--- config.mk ---
export PLATFORM = sky130hd
export DESIGN_NAME = serial_led_command_frame_parser_unit
export DESIGN_NICKNAME = d
export VERILOG_FILES = /design/src/sv/slcfp_pkg.sv /design/src/sv/slcfp_core.sv /design/src/sv/serial_led_command_frame_parser_unit.sv
export VERILOG_INCLUDE_DIRS = /design/src /design/src/sv
export SDC_FILE = /design/constraint.sdc
export NUM_CORES = 1
export LEC_CHECK = 0
export ABC_AREA = 1
export BUFFER_PORTS_ARGS = -buffer_cell sky130_fd_sc_hd__buf_2
export CAP_MARGIN = 40
export CORE_ASPECT_RATIO = 1.2
export CORE_MARGIN = 1
export CORE_UTILIZATION = 45
export CTS_CLUSTER_DIAMETER = 150
export DETAILED_ROUTE_END_ITERATION = 8
export PLACE_DENSITY = 0.66
export SLEW_MARGIN = 25
export SYNTH_ARGS = -nofsm -noshare
export SYNTH_HDL_FRONTEND = slang
export SYNTH_SLANG_ARGS = --single-unit
export TNS_END_PERCENT = 10
--- constraint.sdc ---
create_clock -name clk -period 2.3 [get_ports clk]
set_input_delay 0.23 -clock clk [delete_from_list [all_inputs] [get_ports clk]]
set_output_delay 0.23 -clock clk [all_outputs]
set_load 0.01 [all_outputs]
--- src/sv/serial_led_command_frame_parser_unit_macros.svh ---
// Assertion macros shared by the serial LED command frame parser RTL.
// Each macro expects signals named clk and rst_n in the using module.
`ifndef SERIAL_LED_COMMAND_FRAME_PARSER_UNIT_MACROS_SVH
`define SERIAL_LED_COMMAND_FRAME_PARSER_UNIT_MACROS_SVH

// Same-cycle implication, checked outside reset.
`define SLCFP_ASSERT_IMP(lbl, ante, cons) \
  lbl: assert property (@(posedge clk) disable iff (!rst_n) (ante) |-> (cons)) \
    else $error("slcfp same-cycle check failed");

// Next-cycle implication, checked outside reset.
`define SLCFP_ASSERT_NXT(lbl, ante, cons) \
  lbl: assert property (@(posedge clk) disable iff (!rst_n) (ante) |=> (cons)) \
    else $error("slcfp next-cycle check failed");

`endif

--- src/sv/slcfp_pkg.sv ---
// Package for the serial LED command frame parser.
// Holds frame constants, byte positions, status codes and the result struct.
package slcfp_pkg;

  localparam logic [7:0] HDR_FIRST  = 8'h55;
  localparam logic [7:0] HDR_SECOND = 8'hAA;
  localparam logic [7:0] CMD_LED    = 8'h06;
  localparam logic [7:0] SWITCH_OFF = 8'h00;

  typedef logic [2:0] frame_pos_t;

  localparam frame_pos_t POS_HDR1 = 3'd0;
  localparam frame_pos_t POS_HDR2 = 3'd1;
  localparam frame_pos_t POS_LEN  = 3'd2;
  localparam frame_pos_t POS_CMD  = 3'd3;
  localparam frame_pos_t POS_LED  = 3'd4;
  localparam frame_pos_t POS_SW   = 3'd5;
  localparam frame_pos_t POS_SUM  = 3'd6;
  localparam frame_pos_t POS_NONE = 3'd7;

  typedef enum logic [1:0] {
    FS_LED_OK  = 2'd0,
    FS_BAD_SUM = 2'd1,
    FS_OTHER   = 2'd2
  } frame_status_t;

  typedef struct packed {
    logic          hit;
    frame_status_t status;
    logic [7:0]    led_index;
    logic          led_lit;
  } frame_result_t;

endpackage

--- src/sv/slcfp_core.sv ---
// Frame hunt and checksum core: keeps byte position, running XOR and fields.
// Depends on slcfp_pkg and the assertion macro header.
`include "serial_led_command_frame_parser_unit_macros.svh"

module slcfp_core (
  input  logic                   clk,
  input  logic                   rst_n,
  input  logic                   step,
  input  logic [7:0]             rx_byte,
  output slcfp_pkg::frame_result_t result
);
  import slcfp_pkg::*;

  frame_pos_t pos_r, pos_nxt;
  logic [7:0] xor_r, xor_nxt;
  logic [7:0] cmd_r, cmd_nxt;
  logic [7:0] led_r, led_nxt;
  logic [7:0] sw_r, sw_nxt;

  always_ff @(posedge clk) begin
    if (!rst_n) begin
      pos_r <= POS_HDR1;
      xor_r <= '0;
      cmd_r <= '0;
      led_r <= '0;
      sw_r  <= '0;
    end else begin
      pos_r <= pos_nxt;
      xor_r <= xor_nxt;
      cmd_r <= cmd_nxt;
      led_r <= led_nxt;
      sw_r  <= sw_nxt;
    end
  end

  always_comb begin
    pos_nxt = pos_r;
    xor_nxt = xor_r;
    cmd_nxt = cmd_r;
    led_nxt = led_r;
    sw_nxt  = sw_r;
    result  = '0;
    if (step) begin
      unique case (pos_r) inside
        POS_HDR2: begin
          if (rx_byte == HDR_SECOND) begin
            xor_nxt = xor_r ^ rx_byte;
            pos_nxt = POS_LEN;
          end else begin
            pos_nxt = POS_HDR1;
          end
        end
        POS_LEN, POS_CMD, POS_LED, POS_SW: begin
          xor_nxt = xor_r ^ rx_byte;
          pos_nxt = pos_r + 3'd1;
          if (pos_r == POS_CMD) cmd_nxt = rx_byte;
          if (pos_r == POS_LED) led_nxt = rx_byte;
          if (pos_r == POS_SW)  sw_nxt  = rx_byte;
        end
        POS_SUM: begin
          pos_nxt    = POS_HDR1;
          result.hit = 1'b1;
          if (xor_r != rx_byte) begin
            result.status = FS_BAD_SUM;
          end else if (cmd_r == CMD_LED) begin
            result.status    = FS_LED_OK;
            result.led_index = led_r;
            result.led_lit   = (sw_r != SWITCH_OFF);
          end else begin
            result.status = FS_OTHER;
          end
        end
        default: begin
          if (rx_byte == HDR_FIRST) begin
            xor_nxt = rx_byte;
            pos_nxt = POS_HDR2;
          end else begin
            pos_nxt = POS_HDR1;
          end
        end
      endcase
    end
  end

  `SLCFP_ASSERT_IMP(a_pos_reachable, 1'b1, pos_r != POS_NONE)
  `SLCFP_ASSERT_IMP(a_hit_only_at_sum, result.hit, step && pos_r == POS_SUM)
  `SLCFP_ASSERT_NXT(a_sum_restarts, step && pos_r == POS_SUM, pos_r == POS_HDR1)

endmodule

--- src/sv/serial_led_command_frame_parser_unit.sv ---
// Serial LED command frame parser: one received byte per cycle, one result per frame.
// Bytes wait in the input register; a frame's result is held in the result register.
// Throughput: one byte per cycle; the input register advances whenever the result
// register is empty or being taken, so stalls only come from out_ready.
// Reset (rst_n low, synchronous) empties both registers and restarts the header hunt.
// Depends on slcfp_pkg, slcfp_core and the assertion macro header.
`include "serial_led_command_frame_parser_unit_macros.svh"

module serial_led_command_frame_parser_unit (
  input  logic       clk,
  input  logic       rst_n,
  input  logic       in_valid,
  output logic       in_ready,
  input  logic [7:0] in_rx_byte,
  output logic       out_valid,
  input  logic       out_ready,
  output logic [1:0] out_frame_status,
  output logic [7:0] out_led_index,
  output logic       out_led_lit
);
  import slcfp_pkg::*;

  logic          s1_valid_r, s1_valid_nxt;
  logic [7:0]    s1_byte_r, s1_byte_nxt;
  logic          out_valid_r, out_valid_nxt;
  frame_result_t out_res_r, out_res_nxt;
  logic          s1_adv;
  frame_result_t core_res;

  slcfp_core u_core (
    .clk     (clk),
    .rst_n   (rst_n),
    .step    (s1_adv),
    .rx_byte (s1_byte_r),
    .result  (core_res)
  );

  assign s1_adv   = s1_valid_r && (!out_valid_r || out_ready);
  assign in_ready = !s1_valid_r || s1_adv;

  always_comb begin
    s1_valid_nxt  = s1_valid_r;
    s1_byte_nxt   = s1_byte_r;
    out_valid_nxt = out_valid_r;
    out_res_nxt   = out_res_r;
    if (in_valid && in_ready) begin
      s1_valid_nxt = 1'b1;
      s1_byte_nxt  = in_rx_byte;
    end else if (s1_adv) begin
      s1_valid_nxt = 1'b0;
    end
    if (s1_adv) begin
      out_valid_nxt = core_res.hit;
      if (core_res.hit) out_res_nxt = core_res;
    end else if (out_ready) begin
      out_valid_nxt = 1'b0;
    end
  end

  always_ff @(posedge clk) begin
    if (!rst_n) begin
      s1_valid_r  <= 1'b0;
      out_valid_r <= 1'b0;
    end else begin
      s1_valid_r  <= s1_valid_nxt;
      out_valid_r <= out_valid_nxt;
    end
  end

  always_ff @(posedge clk) begin
    s1_byte_r <= s1_byte_nxt;
    out_res_r <= out_res_nxt;
  end

  assign out_valid        = out_valid_r;
  assign out_frame_status = out_res_r.status;
  assign out_led_index    = out_res_r.led_index;
  assign out_led_lit      = out_res_r.led_lit;

  `SLCFP_ASSERT_NXT(a_s1_holds, s1_valid_r && !s1_adv, s1_valid_r && $stable(s1_byte_r))
  `SLCFP_ASSERT_IMP(a_full_blocks_input, s1_valid_r && !s1_adv, !in_ready)
  `SLCFP_ASSERT_IMP(a_non_led_zero, out_valid_r && out_res_r.status != FS_LED_OK,
                    out_res_r.led_index == 8'd0 && !out_res_r.led_lit)

endmodule
# Word level (Yosys, flattened, before mapping)
# Index checks and enable logic that the tools add are counted.
# word_totals
output_inout_bits	13
register_bits	56
# classes
reduce_logical	19
bitwise	4
muxes	16
eq_ne	11
addsub	1
# op_table
op	count
$mux W12	2
$pmux W8 S3	1
$mux W9	2
$mux W8	2
$eq A3 B3 Y1 const B	3
$pmux W3 S3	1
$reduce_and A3 Y1	3
$eq A8 B3 Y1 const B	1
$eq A8 B7 Y1 const B	1
$eq A8 B8 Y1 const B	1
$ne A8 B8 Y1	1
$reduce_bool A8 Y1	1
$reduce_or A4 Y1	2
$xor A8 B8 Y8	1
$eq A3 B2 Y1 const B	2
$mux W2	3
$mux W1	5
$reduce_and A2 Y1	2
$reduce_and A4 Y1	1
$reduce_bool A2 Y1	2
$add A3 B1 Y3 const B	1
$eq A3 B1 Y1 const B	1
$not A1 Y1	3
$reduce_bool A3 Y1	1
other kinds (5)	8

# Depth between registers and ports, before layout
# Gate-level depths: netlist of the first run.
# depth
ltp_word	6
depth_mapped	11
depth_no_buf	10

# Cells and area by module
# From an unflattened synthesis of the first run, not the netlist that was laid out.
# hier_totals
cells_unflattened	310
hier_area_um2	2595.0
# modules_own_cells
module	seq_area_each_um2	instances	cells_per_inst	area_per_inst_um2
slcfp_core	700.7	1	274	1916.8
serial_led_command_frame_parser_unit	610.6	1	36	678.2

# Least setup slack after synthesis of the first run
# OpenSTA, ideal clock, no wires.
# synth_timing
path_kind	flip-flop to flip-flop
from	register u_core.pos_r[0]
to	register out_res_r (netlist bit out_led_index[0]), data pin
path_buffers	0
setup_slack_ns	0.314
arrival_time_ns	1.834
path_stages_with_launch	7
period_less_slack_ns	1.986
setup_ns	0.152
required_ns	2.148
path_cell_list	dfxtp_1 inv_1 ha_1 nand2_1 nor2_1 nand4_1 nor2_1
# synth_via
elab_chain_cells	3
# synth_rtl
item	line	rtl
start: declaration	slcfp_core.sv:14	frame_pos_t pos_r, pos_nxt;
start signal: assignment	slcfp_core.sv:28	pos_r <= pos_nxt;
$eq A3 B3 Y1 (no line)	-	
$not A1 Y1 (no line)	-	
$reduce_or A4 Y1 (no line)	-	
end signal: assignment	serial_led_command_frame_parser_unit.sv:72	out_res_r <= out_res_nxt;
end: declaration	serial_led_command_frame_parser_unit.sv:26	frame_result_t out_res_r, out_res_nxt;
# Every way passes these cells.
# A chain may end at the register's enable or synchronous reset.

# Final worst setup path of the first run
# layout_timing
from	register s1_byte_r[7]
to	register out_res_r (netlist bit out_led_index[7]), data pin
# layout_via
elab_chain_cells	2
# layout_rtl
item	line	rtl
start: declaration	serial_led_command_frame_parser_unit.sv:24	logic [7:0] s1_byte_r, s1_byte_nxt;
start signal: assignment	serial_led_command_frame_parser_unit.sv:71	s1_byte_r <= s1_byte_nxt;
$ne A8 B8 Y1	slcfp_core.sv:63	if (xor_r != rx_byte) begin
$reduce_or A4 Y1 (no line)	-	
# Every way passes these cells.

==> impl_metrics.json, run 1 <==
{
  "ir_drop_mv": 0.395,
  "min_period_ns": 1.90,
  "syn_avg_cell_area_um2": 7.97,
  "drt-initial-drc-count": 129,
  "path_class": "register to register",
  "maxSlewViolCount": 0,
  "synth_area_leaders": "dfxtp_1 (29%), edfxtp_1 (22%), nand2_1 (11%), nor2_1 (7.6%), inv_1 (7.1%)",
  "rsz0062_at_grt": "false",
  "fin_hold_ws_ns": 0.0923,
  "finClkSkew_ns": 0.00777,
  "postRouteAntennaNets": 0,
  "cts_resized": 0,
  "cts.sinks": 56,
  "cts_hold_buffers": 0,
  "row_count": 29,
  "area_delta_synth_final_pct": 9.26,
  "synth-seq-area-share_pct": 50.8,
  "coreArea_mm2": 0.00541,
  "setup_viol": 0,
  "slew-limit-headroom_pct": 61.4,
  "max_clock_freq_mhz": 526,
  "die_y_um": 85.0,
  "numCtsBuffers": 5,
  "dieArea_mm2": 0.00604,
  "drcViolationCount": 6,
  "clk_latency_ns": 0.31,
  "violations": "design-rule violations",
  "r2r_end": "out_led_index[7]",
  "routed_via_density": 4.92,
  "routed_wirelength_um": 4920,
  "grt_max_degree": 35,
  "grt_pass1_wl_um": 8420,
  "hpwl_um": 3570,
  "num_antenna_cells": 0,
  "first_global_vias": 1795,
  "muxShareOfSynthArea_pct": 0,
  "port_buffers": 24,
  "min_to": "s1_byte_r[1]",
  "hold_depth": 1,
  "synth_compound_area_share_pct": 9.21,
  "drive_above_1_share_pct": 12.9,
  "grt_overflow": 0,
  "maxCapViolCount": 0,
  "grtUsageTotal_pct": 18.1,
  "ioPinCount": 25,
  "synth.distinct_cells": 27,
  "place_congestion": 0.882,
  "synth_warnings": 0,
  "synth_top_area_share_pct": 28.7,
  "crit_required_ns": 2.45,
  "reg2reg_depth": 5,
  "synth_top_family_by_area": "simple AND/OR/NAND/NOR gates",
  "r2r_setup_slack_ns": 0.40,
  "tns_ns": 0,
  "antenna_found_initial": 0,
  "vias": 2026,
  "worstSetupEndpointType": "register",
  "tightestPinTransition_ns": 0.579,
  "clk_path_buf_depth": 2,
  "wl_per_cell_um": 11.9,
  "r2r-start": "s1_byte_r[7]",
  "initial_core_util_pct": 47.7,
  "postSynthNetCount": 341,
  "cts_tree": "yes",
  "cts-root-buf": "clkbuf_8",
  "outcome": "finished with violations",
  "fin_nets": 366,
  "die_x_um": 71.1,
  "power_mw": 1.65,
  "worst-path-max-fanout": 9,
  "design_area_mm2": 0.00282,
  "yosysTopAreaCell": "dfxtp_1",
  "clk_pin_slew_worst_paths_ns": 0.09,
  "critPathLaunchType": "register",
  "post_cts_buffers": 0,
  "power_density_mw_per_mm2": 583,
  "fin_crit_sh_pct": 82.6,
  "ys_ff_latch": 56,
  "synthSimpleGateAreaFrac_pct": 26.3,
  "critPathArrivalTime_ns": 2.05,
  "hp-class": "primary input to register",
  "syn_inst": 324,
  "synth_area_mm2": 0.00258,
  "hold_viol": 0,
  "dpl-instance-area_mm2": 0.00273,
  "hold_path.startpoint": "in_rx_byte[1]",
  "dr.pass1.iters": 6,
  "yosys.area_share.adder_pct": 2.42,
  "cts_max_level": 2,
  "yosys.area_share.xor_xnor_pct": 1.36,
  "power.leakage_nw": 1.33
}
-- critical path: stages (launching register included) --
cell,delay [ns]
edfxtp_1,0.49
xnor2_1,0.26
nand2_1,0.08
nor3_1,0.32
nand4_1,0.40
nor2_1,0.20
-- flip-flops by register name, summed over array words and instances, names as in the netlist, 2 cells and up --
register	cells
u_core.cmd_r	8
out_led_index	8
out_frame_status	2
u_core.xor_r	8
u_core.led_r	8
u_core.pos_r	3
u_core.sw_r	8
s1_byte_r	8
-- per-stage QoR --
| step | cells | setup WS [ns] | utilization [%] |
|---|---|---|---|
| floorplan | 324 | 0.314 | - |
| global placement | 404 | 0.461 | 50.5 |
| detailed placement | 404 | 0.422 | 50.5 |
| CTS | 412 | 0.410 | 52.2 |
| global route | 412 | 0.211 | 52.2 |
| finish | 412 | 0.400 | 52.2 |
-- cell families (layout without fill, tap and decap cells) --
| family | count (synthesis) | count (layout) |
|---|---|---|
| AOI/OAI and AO/OA | 46 | 46 |
| adders and majority gates | 5 | 5 |
| xor gates and xnor gates | 4 | 4 |
| buffers and inverters | 59 | 85 |
| and+or+nand+nor | 154 | 154 |
| DFF | 56 | 56 |
-- synthesized netlist by cell type, drive strengths merged --
| cell | count |
|---|---|
| nand4 | 7 |
| o21ai | 24 |
| and2 | 1 |
| edfxtp | 19 |
| nor2 | 54 |
| clkbuf | 3 |
| o211ai | 1 |
| nand2 | 83 |
| xor2 | 2 |
| buf | 5 |
| ha | 5 |
| nand3 | 6 |
| xnor2 | 2 |
| dfxtp | 37 |
| a21oi | 19 |
| a21boi | 1 |
| o21a | 1 |
| inv | 51 |
| nor3 | 3 |
-- per-layer routing --
metal | up-vias | share of wire (%) | GRT usage, %
met1 | 920 | 48 | 23.1
met5 | - | 0 | 0
met3 | 13 | 2.5 | 3.68
met2 | 35 | 47 | 29.9
met4 | 0 | 2.5 | 7.45
li1 | 1058 | - | -
-- area by class of cell --
type | instances | area (um2)
tap | 62 | 77.6
clock inverter | 1 | 3.75
clock buffer | 7 | 86.3
inverter | 51 | 191
timing repair buffer | 26 | 135
sequential | 56 | 1310
fill | 525 | 2590
multi-input combinational | 209 | 1010
-- layout by cell type (no fill, tap or decap), drive strengths merged --
cell,instances
a21oi,19
inv,51
nand4,7
a21boi,1
clkinv,1
xnor2,2
clkbuf,7
o21ai,24
nand3,6
o211ai,1
buf,26
nor3,3
xor2,2
ha,5
nor2,54
and2,1
nand2,83
dfxtp,37
edfxtp,19
o21a,1
-- where the power goes --
| part | total, mW | internal, mW | switching, mW |
|---|---|---|---|
| sequential | 1.04 | 1.03 | 0.0155 |
| clock | 0.537 | 0.242 | 0.295 |
| combinational | 0.0644 | 0.0219 | 0.0425 |
| total | 1.65 | 1.29 | 0.353 |
-- how the worst max path moves through the flow --
stage	startpoint	end	slack [ns]	cells past startpoint
after detailed placement	u_core.pos_r[0]	u_core.cmd_r[7]	0.42	9
after global routing	u_core.pos_r[0]	u_core.cmd_r[7]	0.21	9
final	s1_byte_r[7]	out_led_index[7]	0.40	5
after CTS	u_core.pos_r[0]	u_core.cmd_r[7]	0.41	9
after floorplan	u_core.pos_r[0]	out_led_index[0]	0.31	6
after global placement	u_core.pos_r[0]	u_core.sw_r[7]	0.46	9
Note: power is estimated with default switching activity, not from simulation.
==> run 2: changes to the inputs <==
--- a/config.mk
+++ b/config.mk
@@ -6,7 +6,7 @@
 export SDC_FILE = /design/constraint.sdc
 export NUM_CORES = 1
 export LEC_CHECK = 0
-export ABC_AREA = 1
+export ABC_AREA = 0
 export BUFFER_PORTS_ARGS = -buffer_cell sky130_fd_sc_hd__buf_2
 export CAP_MARGIN = 40
 export CORE_ASPECT_RATIO = 1.2
==> constraint.sdc (replaced) <==
create_clock -name clk -period 1.9 [get_ports clk]
set_input_delay 0.19 -clock clk [delete_from_list [all_inputs] [get_ports clk]]
set_output_delay 0.19 -clock clk [all_outputs]
set_load 0.01 [all_outputs]
==> run 2 against run 1 <==
  * The run now ends clean
  * Synthesized cell count is 28% lower
  * Hold slack lost 0.049 ns
  * Critical path depth is 1 lower
  * Power rose by 27%
  * Non-clock buffer count is 26 higher
  * Core utilization increased by 4.5 points
  * Synthesized area fell by 2.3%
  * Clock skew decreased by 0.0016 ns
  * Sequential share of layout area fell by 3.0 points
  * Clock power grew 28%
  * Register-to-register slack lost 0.38 ns
  * Highest routed layer unchanged
==> impl_metrics.json, run 2 <==
{
  "initial_core_util_pct": 47.3,
  "dr.pass1.iters": 4,
  "clk_pin_slew_worst_paths_ns": 0.11,
  "die_x_um": 70.3,
  "hp-class": "primary input to register",
  "ys_ff_latch": 56,
  "synth_top_area_share_pct": 29.4,
  "drcViolationCount": 0,
  "cts.sinks": 56,
  "synth.most_common_cell": "dfxtp_1",
  "first_global_vias": 1802,
  "grt_overflow": 0,
  "area_delta_synth_final_pct": 19.9,
  "cts_tree": "yes",
  "pre_cts_ws_ns": 0.0202,
  "clk_path_buf_depth": 2,
  "maxCapViolCount": 0,
  "drive_above_1_share_pct": 29.4,
  "mostFrequentLayoutCells": "dfxtp_1 (34), buf_4 (27), nor2_1 (26)",
  "synth_warnings": 0,
  "critPathArrivalTime_ns": 2.07,
  "layout_commonest_cell": "dfxtp_1",
  "tightestPinTransition_ns": 0.423,
  "routed_wirelength_um": 5230,
  "dieArea_mm2": 0.00591,
  "vias": 1897,
  "ys.flop_type": "dfxtp_1",
  "synth_area_leaders": "dfxtp_1 (29%), edfxtp_1 (23%), mux2i_1 (9.9%), nor2_1 (3.9%), xor2_1 (2.8%)",
  "worstSetupEndpointType": "register",
  "hold_viol": 0,
  "path_class": "register to register",
  "slew-limit-headroom_pct": 71.7,
  "finClkSkew_ns": 0.00621,
  "place_congestion": 0.831,
  "synthArstFlopShare_pct": 0,
  "power.leakage_nw": 1.28,
  "postRouteAntennaNets": 0,
  "synth-seq-area-share_pct": 52.0,
  "grtUsageTotal_pct": 18.9,
  "postSynthNetCount": 251,
  "syn_inst": 234,
  "cts_max_level": 2,
  "cts-root-buf": "clkbuf_8",
  "yosys-top-cells-count": "dfxtp_1 (37), nor2_1 (26), mux2i_1 (25)",
  "fin_nets": 295,
  "numCtsBuffers": 5,
  "grt_pass1_wl_um": 8770,
  "max_clock_freq_mhz": 532,
  "hpwl_um": 3720,
  "fin_hold_ws_ns": 0.0438,
  "wl_per_cell_um": 15.3,
  "row_count": 29,
  "power_mw": 2.09,
  "setup_ws_ns": 0.0201,
  "outcome": "finished, final reports clean",
  "antenna_found_initial": 0,
  "grt_max_degree": 33,
  "critPathLaunchType": "register",
  "rsz0062_at_grt": "true",
  "worst-path-max-fanout": 8,
  "coreArea_mm2": 0.00533,
  "num_antenna_cells": 0,
  "min_period_ns": 1.88,
  "crit_required_ns": 2.09,
  "ir_drop_mv": 0.418,
  "synth.distinct_cells": 41,
  "synth_area_mm2": 0.00252,
  "drt-initial-drc-count": 88,
  "syn_avg_cell_area_um2": 10.8,
  "die_y_um": 84.0,
  "routed_via_density": 5.56,
  "fin_crit_sh_pct": 98.9,
  "setup_viol": 0,
  "maxSlewViolCount": 0,
  "port_buffers": 24,
  "ioPinCount": 25,
  "synth_edf_count": 19,
  "power_density_mw_per_mm2": 691,
  "yosysTopAreaCell": "dfxtp_1",
  "clk_latency_ns": 0.31
}
==> run 2: worst max-delay path: stages (launching register included) <==
cell       delay [ns]
edfxtp_1         0.49
or4b_4           0.59
o21a_2           0.28
o31ai_2          0.28
a2111oi_1        0.12
==> run 2: where the power goes <==
part	total (mW)	leakage [nW]	internal (mW)	switching [mW]
Sequential	1.27	0.454	1.25	0.0214
Combinational	0.128	0.784	0.0583	0.0699
Clock	0.688	0.0463	0.272	0.417
==> run 2: kinds of logic after synthesis <==
group / after synthesis / synth area share, %
AOI/OAI and AO/OA: 32 / 10.7
xor gates and xnor gates: 8 / 2.78
adders and majority gates: 5 / 2.48
buffers and inverters: 24 / 4.02
DFF: 56 / 52.0
muxes: 25 / 9.93
and+or+nand+nor: 84 / 18.1
==> run 2: worst paths after layout <==
kind / to / depth (start not counted) / startpoint / slack (ns)
setup / recovery: u_core.xor_r[5] / 4 / s1_byte_r[6] / 0.02
hold / removal: s1_byte_r[5] / 1 / in_rx_byte[5] / 0.04
hold reg to reg: u_core.led_r[5] / 2 / u_core.led_r[5] / 0.50
setup reg to reg: u_core.xor_r[5] / 4 / s1_byte_r[6] / 0.02
==> run 2: metal layers <==
metal / up-vias / track usage [%] / wire length, um
met3: 10 / 3.50 / 198
met4: 0 / 6.73 / 102
met5: - / 0 / 0
met2: 51 / 31.7 / 2610
li1: 937 / - / -
met1: 899 / 24.1 / 2320
==> run 2: stage by stage <==
step	area [um2]	setup TNS, ns	utilization, %	std cells
2_1_floorplan	2520	0	-	234
3_3_place_gp	2840	0	53.2	328
3_5_place_dp	2840	0	53.2	328
4_1_cts	2940	0	55.1	336
5_1_grt	3020	-0.417	56.7	341
6_report	3020	0	56.7	341
==> run 2: final cells by class <==
class | instances | area, um2
Multi-Input combinational cell | 154 | 1160
Clock inverter | 3 | 27.5
Sequential cell | 56 | 1320
Tap cell | 62 | 77.6
Timing Repair Buffer | 52 | 343
Clock buffer | 5 | 68.8
Fill cell | 457 | 2310
Inverter | 9 | 33.8
==> run 2: what timing repair did <==
item | CTS | global route
hold buffers | 0 | 0
gates resized for setup | 2 | 14
cloned | 0 | 0
buffers inserted | 0 | 5
endpoints found under the setup margin | 1 | 18
pin swaps | 0 | 2
